<file path="config.mk">
export PLATFORM = sky130hd
export DESIGN_NAME = coarse_image_scale_address_gen
export DESIGN_NICKNAME = d
export VERILOG_FILES = /design/src/csag_pkg.sv /design/src/csag_ctrl.sv /design/src/csag_datapath.sv /design/src/coarse_image_scale_address_gen.sv
export SDC_FILE = /design/constraint.sdc
export NUM_CORES = 1
export LEC_CHECK = 0
export BUFFER_PORTS_ARGS = -buffer_cell sky130_fd_sc_hd__buf_2
export CAP_MARGIN = 0
export CORE_MARGIN = 2
export CORE_UTILIZATION = 55
export CTS_BUF_LIST = sky130_fd_sc_hd__clkbuf_4
export CTS_CLUSTER_DIAMETER = 80
export DETAILED_ROUTE_END_ITERATION = 6
export GPL_ROUTABILITY_DRIVEN = 1
export PLACE_DENSITY = 0.75
export SYNTH_ARGS = -nofsm -noshare
export SYNTH_HDL_FRONTEND = slang
export SYNTH_SLANG_ARGS = --single-unit
</file>
<file path="constraint.sdc">
create_clock -name clk -period 5.7 [get_ports clk]
set_input_delay 0.57 -clock clk [delete_from_list [all_inputs] [get_ports clk]]
set_output_delay 0.57 -clock clk [all_outputs]
set_load 0.1 [all_outputs]
</file>
<file path="src/csag_pkg.sv">
package csag_pkg;

    localparam int MAX_DIMENSION = 2048;
    localparam int DIM_W = $clog2(MAX_DIMENSION) + 1;
    localparam int IDX_W = DIM_W - 1;
    localparam int OFS_W = 22;
    localparam int DIV_STEPS = DIM_W;
    localparam int CNT_W = $clog2(DIV_STEPS);
    localparam int CFG_IDX_W = 2;
    localparam int S_TDATA_W = 8;
    localparam int M_TDATA_W = ((2 * OFS_W + 7) / 8) * 8;
    localparam int M_TUSER_W = 2;

    localparam logic [CFG_IDX_W-1:0] REG_SOURCE_WIDTH  = 2'd0;
    localparam logic [CFG_IDX_W-1:0] REG_SOURCE_HEIGHT = 2'd1;
    localparam logic [CFG_IDX_W-1:0] REG_TARGET_WIDTH  = 2'd2;
    localparam logic [CFG_IDX_W-1:0] REG_TARGET_HEIGHT = 2'd3;

    localparam logic [DIM_W-1:0] RESET_WIDTH  = DIM_W'(320);
    localparam logic [DIM_W-1:0] RESET_HEIGHT = DIM_W'(200);

    typedef struct packed {
        logic div_init;
        logic div_step;
        logic mul_load;
        logic fin;
    } csag_cmd_t;

    typedef struct packed {
        logic [DIM_W-1:0] sw;
        logic [DIM_W-1:0] sh;
        logic [DIM_W-1:0] tw;
        logic [DIM_W-1:0] th;
    } csag_dims_t;

    // A size of zero acts as one, and a size above the maximum is clamped.
    function automatic logic [DIM_W-1:0] effective(input logic [DIM_W-1:0] v);
        logic [DIM_W-1:0] r;
        if (v == '0)
        begin
            r = DIM_W'(1);
        end
        else if (v > DIM_W'(MAX_DIMENSION))
        begin
            r = DIM_W'(MAX_DIMENSION);
        end
        else
        begin
            r = v;
        end
        return r;
    endfunction

endpackage

</file>
<file path="src/csag_ctrl.sv">
module csag_ctrl
    import csag_pkg::*;
(
    input  logic      clk,
    input  logic      rst_n,
    input  logic      in_valid,
    input  logic      in_start,
    output logic      in_ready,
    output logic      out_valid,
    input  logic      out_ready,
    output csag_cmd_t cmd
);

    localparam logic [1:0] ST_IDLE = 2'd0;
    localparam logic [1:0] ST_DIV  = 2'd1;
    localparam logic [1:0] ST_MUL  = 2'd2;
    localparam logic [1:0] ST_FIN  = 2'd3;

    logic [1:0]       state_reg;
    logic [1:0]       state_next;
    logic [CNT_W-1:0] cnt_reg;
    logic [CNT_W-1:0] cnt_next;
    logic             ovalid_reg;
    logic             ovalid_next;

    always_comb
    begin
        state_next = state_reg;
        cnt_next   = cnt_reg;
        in_ready   = 1'b0;
        cmd        = '0;
        unique case (state_reg)
            ST_IDLE:
            begin
                in_ready = 1'b1;
                if (in_valid)
                begin
                    if (in_start)
                    begin
                        cmd.div_init = 1'b1;
                        cnt_next     = '0;
                        state_next   = ST_DIV;
                    end
                    else
                    begin
                        state_next = ST_MUL;
                    end
                end
            end
            ST_DIV:
            begin
                cmd.div_step = 1'b1;
                cnt_next     = cnt_reg + CNT_W'(1);
                if (cnt_reg == CNT_W'(DIV_STEPS - 1))
                begin
                    state_next = ST_MUL;
                end
            end
            ST_MUL:
            begin
                cmd.mul_load = 1'b1;
                state_next   = ST_FIN;
            end
            ST_FIN:
            begin
                if (!ovalid_reg || out_ready)
                begin
                    cmd.fin    = 1'b1;
                    state_next = ST_IDLE;
                end
            end
            default:
            begin
                state_next = ST_IDLE;
            end
        endcase
    end

    always_comb
    begin
        if (cmd.fin)
        begin
            ovalid_next = 1'b1;
        end
        else if (out_ready)
        begin
            ovalid_next = 1'b0;
        end
        else
        begin
            ovalid_next = ovalid_reg;
        end
    end

    always_ff @(posedge clk or negedge rst_n)
    begin
        if (!rst_n)
        begin
            state_reg  <= ST_IDLE;
            cnt_reg    <= '0;
            ovalid_reg <= 1'b0;
        end
        else
        begin
            state_reg  <= state_next;
            cnt_reg    <= cnt_next;
            ovalid_reg <= ovalid_next;
        end
    end

    assign out_valid = ovalid_reg;

endmodule

</file>
<file path="src/csag_datapath.sv">
module csag_datapath
    import csag_pkg::*;
(
    input  logic             clk,
    input  logic             rst_n,
    input  csag_cmd_t        cmd,
    input  csag_dims_t       dims,
    output logic [OFS_W-1:0] source_offset,
    output logic [OFS_W-1:0] target_offset,
    output logic             row_end,
    output logic             frame_end,
    output logic             row_repeat
);

    // The quotient registers first hold the dividends and shift them out
    // one bit per step; after the last step they hold the whole steps.
    logic [DIM_W-1:0] hq_reg;
    logic [DIM_W-1:0] hr_reg;
    logic [DIM_W-1:0] vq_reg;
    logic [DIM_W-1:0] vr_reg;
    logic [IDX_W-1:0] herr_reg;
    logic [IDX_W-1:0] verr_reg;
    logic [IDX_W-1:0] scol_reg;
    logic [OFS_W-1:0] srow_reg;
    logic [IDX_W-1:0] tcol_reg;
    logic [IDX_W-1:0] trow_reg;
    logic             rep_reg;
    logic [OFS_W-1:0] tprod_reg;
    logic [OFS_W-1:0] vprod_reg;

    logic [OFS_W-1:0] src_ofs_reg;
    logic [OFS_W-1:0] tgt_ofs_reg;
    logic             row_end_reg;
    logic             frame_end_reg;
    logic             row_rep_reg;

    logic [DIM_W:0]         h_trial;
    logic [DIM_W:0]         v_trial;
    logic                   h_ge;
    logic                   v_ge;
    logic [DIM_W:0]         h_rem_full;
    logic [DIM_W:0]         v_rem_full;
    logic [IDX_W+DIM_W-1:0] tprod_full;
    logic [2*DIM_W-1:0]     vprod_full;

    logic [DIM_W-1:0] col_inc;
    logic [DIM_W-1:0] row_inc;
    logic             row_end_c;
    logic             frame_end_c;
    logic [DIM_W-1:0] v_sum;
    logic             v_carry;
    logic [DIM_W-1:0] v_err_full;
    logic [DIM_W-1:0] h_sum;
    logic             h_carry;
    logic [DIM_W-1:0] h_err_full;
    logic [OFS_W-1:0] srow_next;
    logic [IDX_W-1:0] scol_next;

    always_comb
    begin
        h_trial    = {hr_reg, hq_reg[DIM_W-1]};
        v_trial    = {vr_reg, vq_reg[DIM_W-1]};
        h_ge       = h_trial >= {1'b0, dims.tw};
        v_ge       = v_trial >= {1'b0, dims.th};
        h_rem_full = h_ge ? h_trial - {1'b0, dims.tw} : h_trial;
        v_rem_full = v_ge ? v_trial - {1'b0, dims.th} : v_trial;
        tprod_full = trow_reg * dims.tw;
        vprod_full = vq_reg * dims.sw;
    end

    always_comb
    begin
        col_inc     = {1'b0, tcol_reg} + DIM_W'(1);
        row_inc     = {1'b0, trow_reg} + DIM_W'(1);
        row_end_c   = col_inc >= dims.tw;
        frame_end_c = row_end_c && (row_inc >= dims.th);

        v_sum      = {1'b0, verr_reg} + {1'b0, vr_reg[IDX_W-1:0]};
        v_carry    = v_sum >= dims.th;
        v_err_full = v_carry ? v_sum - dims.th : v_sum;
        srow_next  = srow_reg + vprod_reg + (v_carry ? OFS_W'(dims.sw) : '0);

        h_sum      = {1'b0, herr_reg} + {1'b0, hr_reg[IDX_W-1:0]};
        h_carry    = h_sum >= dims.tw;
        h_err_full = h_carry ? h_sum - dims.tw : h_sum;
        scol_next  = scol_reg + hq_reg[IDX_W-1:0] + IDX_W'(h_carry);
    end

    always_ff @(posedge clk or negedge rst_n)
    begin
        if (!rst_n)
        begin
            hq_reg   <= '0;
            hr_reg   <= '0;
            vq_reg   <= '0;
            vr_reg   <= '0;
            herr_reg <= '0;
            verr_reg <= '0;
            scol_reg <= '0;
            srow_reg <= '0;
            tcol_reg <= '0;
            trow_reg <= '0;
            rep_reg  <= 1'b0;
        end
        else if (cmd.div_init)
        begin
            hq_reg   <= dims.sw;
            hr_reg   <= '0;
            vq_reg   <= dims.sh;
            vr_reg   <= '0;
            herr_reg <= '0;
            verr_reg <= '0;
            scol_reg <= '0;
            srow_reg <= '0;
            tcol_reg <= '0;
            trow_reg <= '0;
            rep_reg  <= 1'b0;
        end
        else if (cmd.div_step)
        begin
            hq_reg <= {hq_reg[DIM_W-2:0], h_ge};
            vq_reg <= {vq_reg[DIM_W-2:0], v_ge};
            hr_reg <= h_rem_full[DIM_W-1:0];
            vr_reg <= v_rem_full[DIM_W-1:0];
        end
        else if (cmd.fin)
        begin
            if (frame_end_c)
            begin
                herr_reg <= '0;
                verr_reg <= '0;
                scol_reg <= '0;
                srow_reg <= '0;
                tcol_reg <= '0;
                trow_reg <= '0;
                rep_reg  <= 1'b0;
            end
            else if (row_end_c)
            begin
                tcol_reg <= '0;
                scol_reg <= '0;
                herr_reg <= '0;
                trow_reg <= row_inc[IDX_W-1:0];
                verr_reg <= v_err_full[IDX_W-1:0];
                srow_reg <= srow_next;
                rep_reg  <= (vq_reg == '0) && !v_carry;
            end
            else
            begin
                tcol_reg <= col_inc[IDX_W-1:0];
                scol_reg <= scol_next;
                herr_reg <= h_err_full[IDX_W-1:0];
            end
        end
    end

    always_ff @(posedge clk)
    begin
        if (cmd.mul_load)
        begin
            tprod_reg <= OFS_W'(tprod_full);
            vprod_reg <= OFS_W'(vprod_full);
        end
        if (cmd.fin)
        begin
            src_ofs_reg   <= srow_reg + OFS_W'(scol_reg);
            tgt_ofs_reg   <= tprod_reg + OFS_W'(tcol_reg);
            row_end_reg   <= row_end_c;
            frame_end_reg <= frame_end_c;
            row_rep_reg   <= rep_reg;
        end
    end

    assign source_offset = src_ofs_reg;
    assign target_offset = tgt_ofs_reg;
    assign row_end       = row_end_reg;
    assign frame_end     = frame_end_reg;
    assign row_repeat    = row_rep_reg;

endmodule

</file>
<file path="src/coarse_image_scale_address_gen.sv">
// Channel   Direction  tdata                                    tuser / tlast
// s_axis    in         [0] start_frame, rest zero               -
// m_axis    out        [21:0] source_offset, [43:22]            tuser [0] row_end,
//                      target_offset, rest zero                 [1] row_repeat;
//                                                               tlast frame_end
// cfg       in         cfg_we, cfg_index, cfg_data              -
//
// A pixel beat is taken in idle; the block then registers the two row multiplications,
// then forms the result in the output register and steps the state, and then returns to
// idle before the next beat is taken.
// A start beat first runs the bit-serial division of both axes side by side.
// One beat is in work at a time; a held result stalls only the final step.
// Reset clears the step state, so pixels before the first start read source offset zero.
module coarse_image_scale_address_gen
    import csag_pkg::*;
(
    input  logic                 clk,
    input  logic                 rst_n,
    input  logic                 s_axis_tvalid,
    output logic                 s_axis_tready,
    input  logic [S_TDATA_W-1:0] s_axis_tdata,   // [0] start_frame
    output logic                 m_axis_tvalid,
    input  logic                 m_axis_tready,
    output logic [M_TDATA_W-1:0] m_axis_tdata,   // source_offset, target_offset
    output logic [M_TUSER_W-1:0] m_axis_tuser,   // row_end, row_repeat
    output logic                 m_axis_tlast,
    input  logic                 cfg_we,
    input  logic [CFG_IDX_W-1:0] cfg_index,
    input  logic [DIM_W-1:0]     cfg_data
);

    logic [DIM_W-1:0] sw_reg;
    logic [DIM_W-1:0] sh_reg;
    logic [DIM_W-1:0] tw_reg;
    logic [DIM_W-1:0] th_reg;
    csag_dims_t       dims;
    csag_cmd_t        cmd;
    logic [OFS_W-1:0] source_offset;
    logic [OFS_W-1:0] target_offset;
    logic             row_end;
    logic             frame_end;
    logic             row_repeat;

    always_ff @(posedge clk or negedge rst_n)
    begin
        if (!rst_n)
        begin
            sw_reg <= RESET_WIDTH;
            sh_reg <= RESET_HEIGHT;
            tw_reg <= RESET_WIDTH;
            th_reg <= RESET_HEIGHT;
        end
        else if (cfg_we)
        begin
            unique case (cfg_index)
                REG_SOURCE_WIDTH:  sw_reg <= cfg_data;
                REG_SOURCE_HEIGHT: sh_reg <= cfg_data;
                REG_TARGET_WIDTH:  tw_reg <= cfg_data;
                REG_TARGET_HEIGHT: th_reg <= cfg_data;
                default:           sw_reg <= sw_reg;
            endcase
        end
    end

    always_comb
    begin
        dims.sw = effective(sw_reg);
        dims.sh = effective(sh_reg);
        dims.tw = effective(tw_reg);
        dims.th = effective(th_reg);
    end

    csag_ctrl u_ctrl (
        .clk       (clk),
        .rst_n     (rst_n),
        .in_valid  (s_axis_tvalid),
        .in_start  (s_axis_tdata[0]),
        .in_ready  (s_axis_tready),
        .out_valid (m_axis_tvalid),
        .out_ready (m_axis_tready),
        .cmd       (cmd)
    );

    csag_datapath u_datapath (
        .clk           (clk),
        .rst_n         (rst_n),
        .cmd           (cmd),
        .dims          (dims),
        .source_offset (source_offset),
        .target_offset (target_offset),
        .row_end       (row_end),
        .frame_end     (frame_end),
        .row_repeat    (row_repeat)
    );

    assign m_axis_tdata = {{(M_TDATA_W - 2 * OFS_W){1'b0}}, target_offset, source_offset};
    assign m_axis_tuser = {row_repeat, row_end};
    assign m_axis_tlast = frame_end;

endmodule

</file>
Word-level counts from Yosys, hierarchy flattened --
Index checks and enable logic that the tools add are counted.
Storage, ports and cells: bits in registers 272
Cells by class: $add $sub $neg 15, multiply operators 2, order comparisons 10, equal/unequal tests 12, mux-type cells 74, reductions and logical operators 25
Operator list (number):
- 11-bit two-way mux | 27
- 12-bit two-way mux | 19
- 22-bit two-way mux | 5
- 12-bit zero test | 5
- 12-bit >= comparator | 4
- 12-bit greater-than comparator (second input constant) | 4
- 22-bit by 11-bit adder with 22-bit output | 2
- 22-bit adder | 2
- 13-bit by 12-bit >= comparator with 1-bit output | 2
- 11-bit by 1-bit adder with 12-bit output (second input constant) | 2
- 11-bit by 11-bit adder with 12-bit output | 2
- 12-bit subtractor | 2
- 11-bit by 12-bit multiplier with 22-bit output | 1
- 12-bit by 12-bit multiplier with 22-bit output | 1
- 11-bit subtractor | 2
- 1-bit two-way mux | 15
- 11-bit by 1-bit adder with 11-bit output | 1
- 11-bit adder | 1
- 2-bit AND reduction | 5
- 3-bit AND reduction | 3
- 2-bit == test (second input constant) | 4
- 2-bit two-way mux | 4
- 4-bit two-way mux | 2
- 2-bit one-hot mux with 4 select lines | 1
- 12 further kinds | 22

Depth between registers and ports, before layout --
depth after elaboration 11, depth in mapped cells 28

Modules after synthesis --
From an unflattened synthesis, not the netlist that was laid out.
Unflattened totals: cell total of the unflattened synthesis 2851, area, all modules 27049.7 um2
By module, submodules not included:
- csag_datapath | instances 1, cells each 2620, area each 24170.7 um2, seq. area each 5885.6 um2
- coarse_image_scale_address_gen | instances 1, cells each 183, area each 2392.3 um2, seq. area each 1213.7 um2
- csag_ctrl | instances 1, cells each 48, area each 486.7 um2, seq. area each 175.2 um2

Worst setup path before layout --
Ideal clock, no wire load.
path kind reg-to-reg, start point register u_datapath.vr_reg[0], end point register u_datapath.srow_reg[17], library setup time 0.121 ns, data arrival time 5.854 ns, required time 5.579 ns, path slack -0.275 ns, cell stages (with the launch flop) 27, path buffers 2, path through dfrtp_1 ha_1 fa_1 a21oi_1 o22ai_1 o41a_1 a21o_1 a21oi_1 xnor2_1 ha_1 a211o_1 o32a_1 buf_2 buf_2 and2_1 fa_1 ha_1 inv_1 fa_1 nand2b_1 a31oi_1 o21ai_0 a21o_1 and2_1 o21ai_0 xor2_1 a22o_1
On the way: longest elaborated chain between the ends 9
RTL lines:
- start: declaration | RTL line csag_datapath.sv:20 | logic [DIM_W-1:0] vr_reg;
- start signal: assignment | RTL line csag_datapath.sv:124 | vr_reg <= v_rem_full[DIM_W-1:0];
- 11-bit by 11-bit adder with 12-bit output | RTL line csag_datapath.sv:78 | v_sum = {1'b0, verr_reg} + {1'b0, vr_reg[IDX_W-1:0]};
- 12-bit >= comparator | RTL line csag_datapath.sv:79 | v_carry = v_sum >= dims.th;
- 12-bit two-way mux | RTL line csag_datapath.sv:81 | srow_next = srow_reg + vprod_reg + (v_carry ? OFS_W'(dims.sw) : '0);
- 22-bit adder | RTL line csag_datapath.sv:81
- 22-bit two-way mux | RTL line csag_datapath.sv:138 | else if (row_end_c)
- 22-bit two-way mux | RTL line csag_datapath.sv:128 | if (frame_end_c)
- 22-bit two-way mux | RTL line csag_datapath.sv:126 | else if (cmd.fin)
- 22-bit two-way mux | RTL line csag_datapath.sv:119 | else if (cmd.div_step)
- 22-bit two-way mux | RTL line csag_datapath.sv:105 | else if (cmd.div_init)
- end signal: assignment | RTL line csag_datapath.sv:145 | srow_reg <= srow_next;
- end: declaration | RTL line csag_datapath.sv:24 | logic [OFS_W-1:0] srow_reg;
No other way between the ends. The select of a mux whose other input is x is not followed. A chain may end at the register's enable or synchronous reset.

Worst setup path in the final report --
start point register u_datapath.vr_reg[0], end point register u_datapath.srow_reg[20]
The elaborated chain is that of the path after synthesis.

==> results.cfg <==
[timing]
setup-violations-final = 9
hold_viol_final = 0
hold_ws_ps = 90.8
rsz0062_at_grt = yes
worst_pin_slew_ps = 1190
worst_slack_ps = -179
period_share_pct = 103
fin_crit_ps = 5880
clock-skew-final_ps = 41.6
setup_tns_ps = -802
max_slew_margin_pct = 20.2
drv_slew = 0
fmax_mhz = 170

[logic_synthesis]
synth_seq_cells = 272
yosys_warnings = 0
yosysUniqueCellTypes = 86
yosys.area.top_type = dfrtp_1
synth-edff-count = 91
syn_area_mm2 = 0.0261
synth_top_area_share_pct = 16.4
synthArstFlopShare_pct = 66.5
synth_area_per_cell_um2 = 9.50
synthTopCellsByArea = dfrtp_1 (16%), fa_1 (16%), ha_1 (13%)
synthCells = 2750
ys.flop_type = dfrtp_1
ys_seq_area_share_pct = 27.9

[floorplanning]
die_y_um = 222
die_w_um = 222
io_pins = 80
placementRows = 79
core_mm2 = 0.0468
die_area_mm2 = 0.0492
initial_core_util_pct = 55.9

[clocking]
root_buffer = clkbuf_4
clk-insertion-delay-late_ps = 820
clk_pin_slew_ps = 70
tritoncts = yes
cts_sinks = 272
ctsLongestPathBuffers = 3
h-tree-depth = 3
cts-buffers-inserted = 76

[placed_design]
placement.io_buffers = 68
detailed_place_hpwl_mm = 50.8
gp_congestion = 0.901

[setup_path]
path_buf_inv = 2
rr_endpoint = u_datapath.srow_reg[20]
crit_family = compound AO/OA/AOI/OAI gates
crit_required_ps = 6400
critPathSlowestCell = fa_1
cp-end-kind = register
cp_max_fo = 5
rrSetupSlack_ps = -180
critPathArrivalTime_ps = 6580
cp_cell_sequence = ha_2 > fa_2 > a21oi_4 > o22ai_2 > o41a_1 > a21o_1 > a21oi_2 > xnor2_2 > ha_1 > a211o_1 > o32a_4 > clkbuf_16 > and2_1 > fa_1 > ha_4 > a211oi_2 > o211ai_1 > a41oi_2 > buf_4 > o21ai_4 > nor4b_2 > a41oi_1 > a32o_2
start_kind = register
r2r-start = u_datapath.vr_reg[0]
r2r_cells = 23
slowest_delay_ps = 530
crit_type = register to register

[layout]
num-nets-final = 3446
drive_gt1_share_pct = 17.0
area_delta_synth_final_pct = 12.7
layout_commonest_cell = nand2_1
final_cell_mix = nand2_1 (365), inv_1 (314), ha_1 (254), fa_1 (206), dfrtp_1 (167)
final_util_pct = 62.9

[routing]
drt_iter0_drc = 1473
antenna_left = 0
routedWlPerCell_um = 18.5
first_pass_iters = 7
routed-via-count = 21000
vias_per_cell = 5.82
totalWireLength_mm = 66.8
drc_errors = 0

[power_and_ir_drop]
power.density_mw_per_mm2 = 533
power_leakage_nw = 14.1
worst_ir_drop_vdd_v = 0.000459

[worst_hold_path]
min_from = cfg_data[6]
hold_class = primary input to register
min_path_cells = 2
min_to = tw_reg[6]

[grt]
grt_pass1_vias = 21300
antenna_found_initial = 3
grt_pass1_wl_mm = 107
grt_max_degree = 69
grt_use_total_pct = 27.0
grt-ovfl-total = 0

[status]
outcome = complete, but fails checks
violations = setup timing

[job]
max_cap_violations = 0
## synthesized netlist by cell type, types with 5 or more instances
master / count
nand2_1: 365
inv_1: 316
ha_1: 272
fa_1: 210
dfrtp_1: 171
a21oi_1: 133
o21ai_0: 131
xnor2_1: 126
and2_1: 108
nor2_1: 93
edfxtp_1: 91
clkbuf_1: 81
nand3_1: 67
a21o_1: 58
mux2_2: 50
xor2_1: 49
mux2i_1: 44
nor2b_1: 42
nor3_1: 25
nand2b_1: 20
o21a_1: 19
a22o_1: 17
and3_1: 16
nor4_1: 16
a211oi_1: 15
a31oi_1: 15
buf_2: 12
o211ai_1: 12
nand4_1: 11
o21bai_1: 11
dfstp_2: 10
o21ai_1: 10
buf_4: 8
nand3b_1: 8
o311ai_0: 8
o31ai_1: 7
a31o_2: 6
a21oi_2: 5
and4_1: 5
or3_1: 5
## stage by stage
step / area, µm² / setup slack (ps) / instances / power (mW)
finish: 29400 / -179 / 3602 / 15.7
global route: 29400 / -367 / 3602 / 17.0
CTS: 28900 / -45.3 / 3581 / 15.1
detailed placement: 27800 / -370 / 3443 / 13.2
global placement: 27800 / -214 / 3443 / 12.8
floorplan: 26200 / 11.6 / 2753 / 10.7
## metal layers
layer  GRT usage [%]  wire length, µm  up-vias
met5               0                0        -
met4            10.8             2410        0
met3            5.02             4490      149
met2            44.8            31800      699
met1            35.2            28100    10400
li1                -                -     9697
## worst max-delay path by stage
stage                               from  depth (start not counted)  slack, ps                       to
detailed placement  u_datapath.vr_reg[0]                         25       -370  u_datapath.srow_reg[20]
global route        u_datapath.vr_reg[0]                         24       -370  u_datapath.srow_reg[14]
CTS                 u_datapath.vr_reg[0]                         23        -50  u_datapath.srow_reg[20]
floorplan           u_datapath.vr_reg[0]                         28         10  u_datapath.srow_reg[11]
global placement    u_datapath.vr_reg[0]                         25       -210  u_datapath.srow_reg[20]
finish              u_datapath.vr_reg[0]                         23       -180  u_datapath.srow_reg[20]
## power by group
| part | internal (mW) | total [mW] | switching (mW) |
|---|---|---|---|
| clock network | 0.881 | 1.76 | 0.875 |
| registers | 2.83 | 3.38 | 0.551 |
| logic | 4.35 | 10.6 | 6.20 |
## worst register-to-register path, delay by kind of cell (launching register included)
family / cells / cell delay, ps
flip-flops: 1 / 390
adder cells (fa/ha/maj): 5 / 1620
XOR/XNOR: 1 / 140
AO/OA/AOI/OAI: 13 / 2850
AND/OR/NAND/NOR: 2 / 400
buffers and inverters: 2 / 350
## cells by family (layout without fill, tap and decap cells)
group                    count (synthesis)  in the layout  share of synthesized area [%]
AO/OA/AOI/OAI                          500            500                           12.3
buffers and inverters                  424            663                           6.35
adder cells (fa/ha/maj)                482            482                           29.1
flip-flops                             272            272                           27.9
AND/OR/NAND/NOR                        802            802                           14.7
other                                    1              7                         0.0144
multiplexers                            94             94                           3.84
XOR/XNOR                               175            175                           5.87
## area by class of cell
class | instances | area, µm²
diodes | 3 | 7.51
clock buffers | 109 | 818
clock inverters | 24 | 110
fillers | 3788 | 17300
inverters | 316 | 1190
multi-input cells | 2057 | 17700
flip-flops and latches | 272 | 7280
well taps | 607 | 759
repair buffers | 214 | 1550
## what timing repair did
item / CTS / global route
cloned: 0 / 1
hold buffers: 1 / 0
endpoints found under the setup margin: 15 / 22
buffers inserted: 4 / 17
endpoints found under the hold margin: 60 / 0
resized for setup: 28 / 72
pin swaps: 17 / 33
No activity file was read; power rests on OpenSTA's default activity.
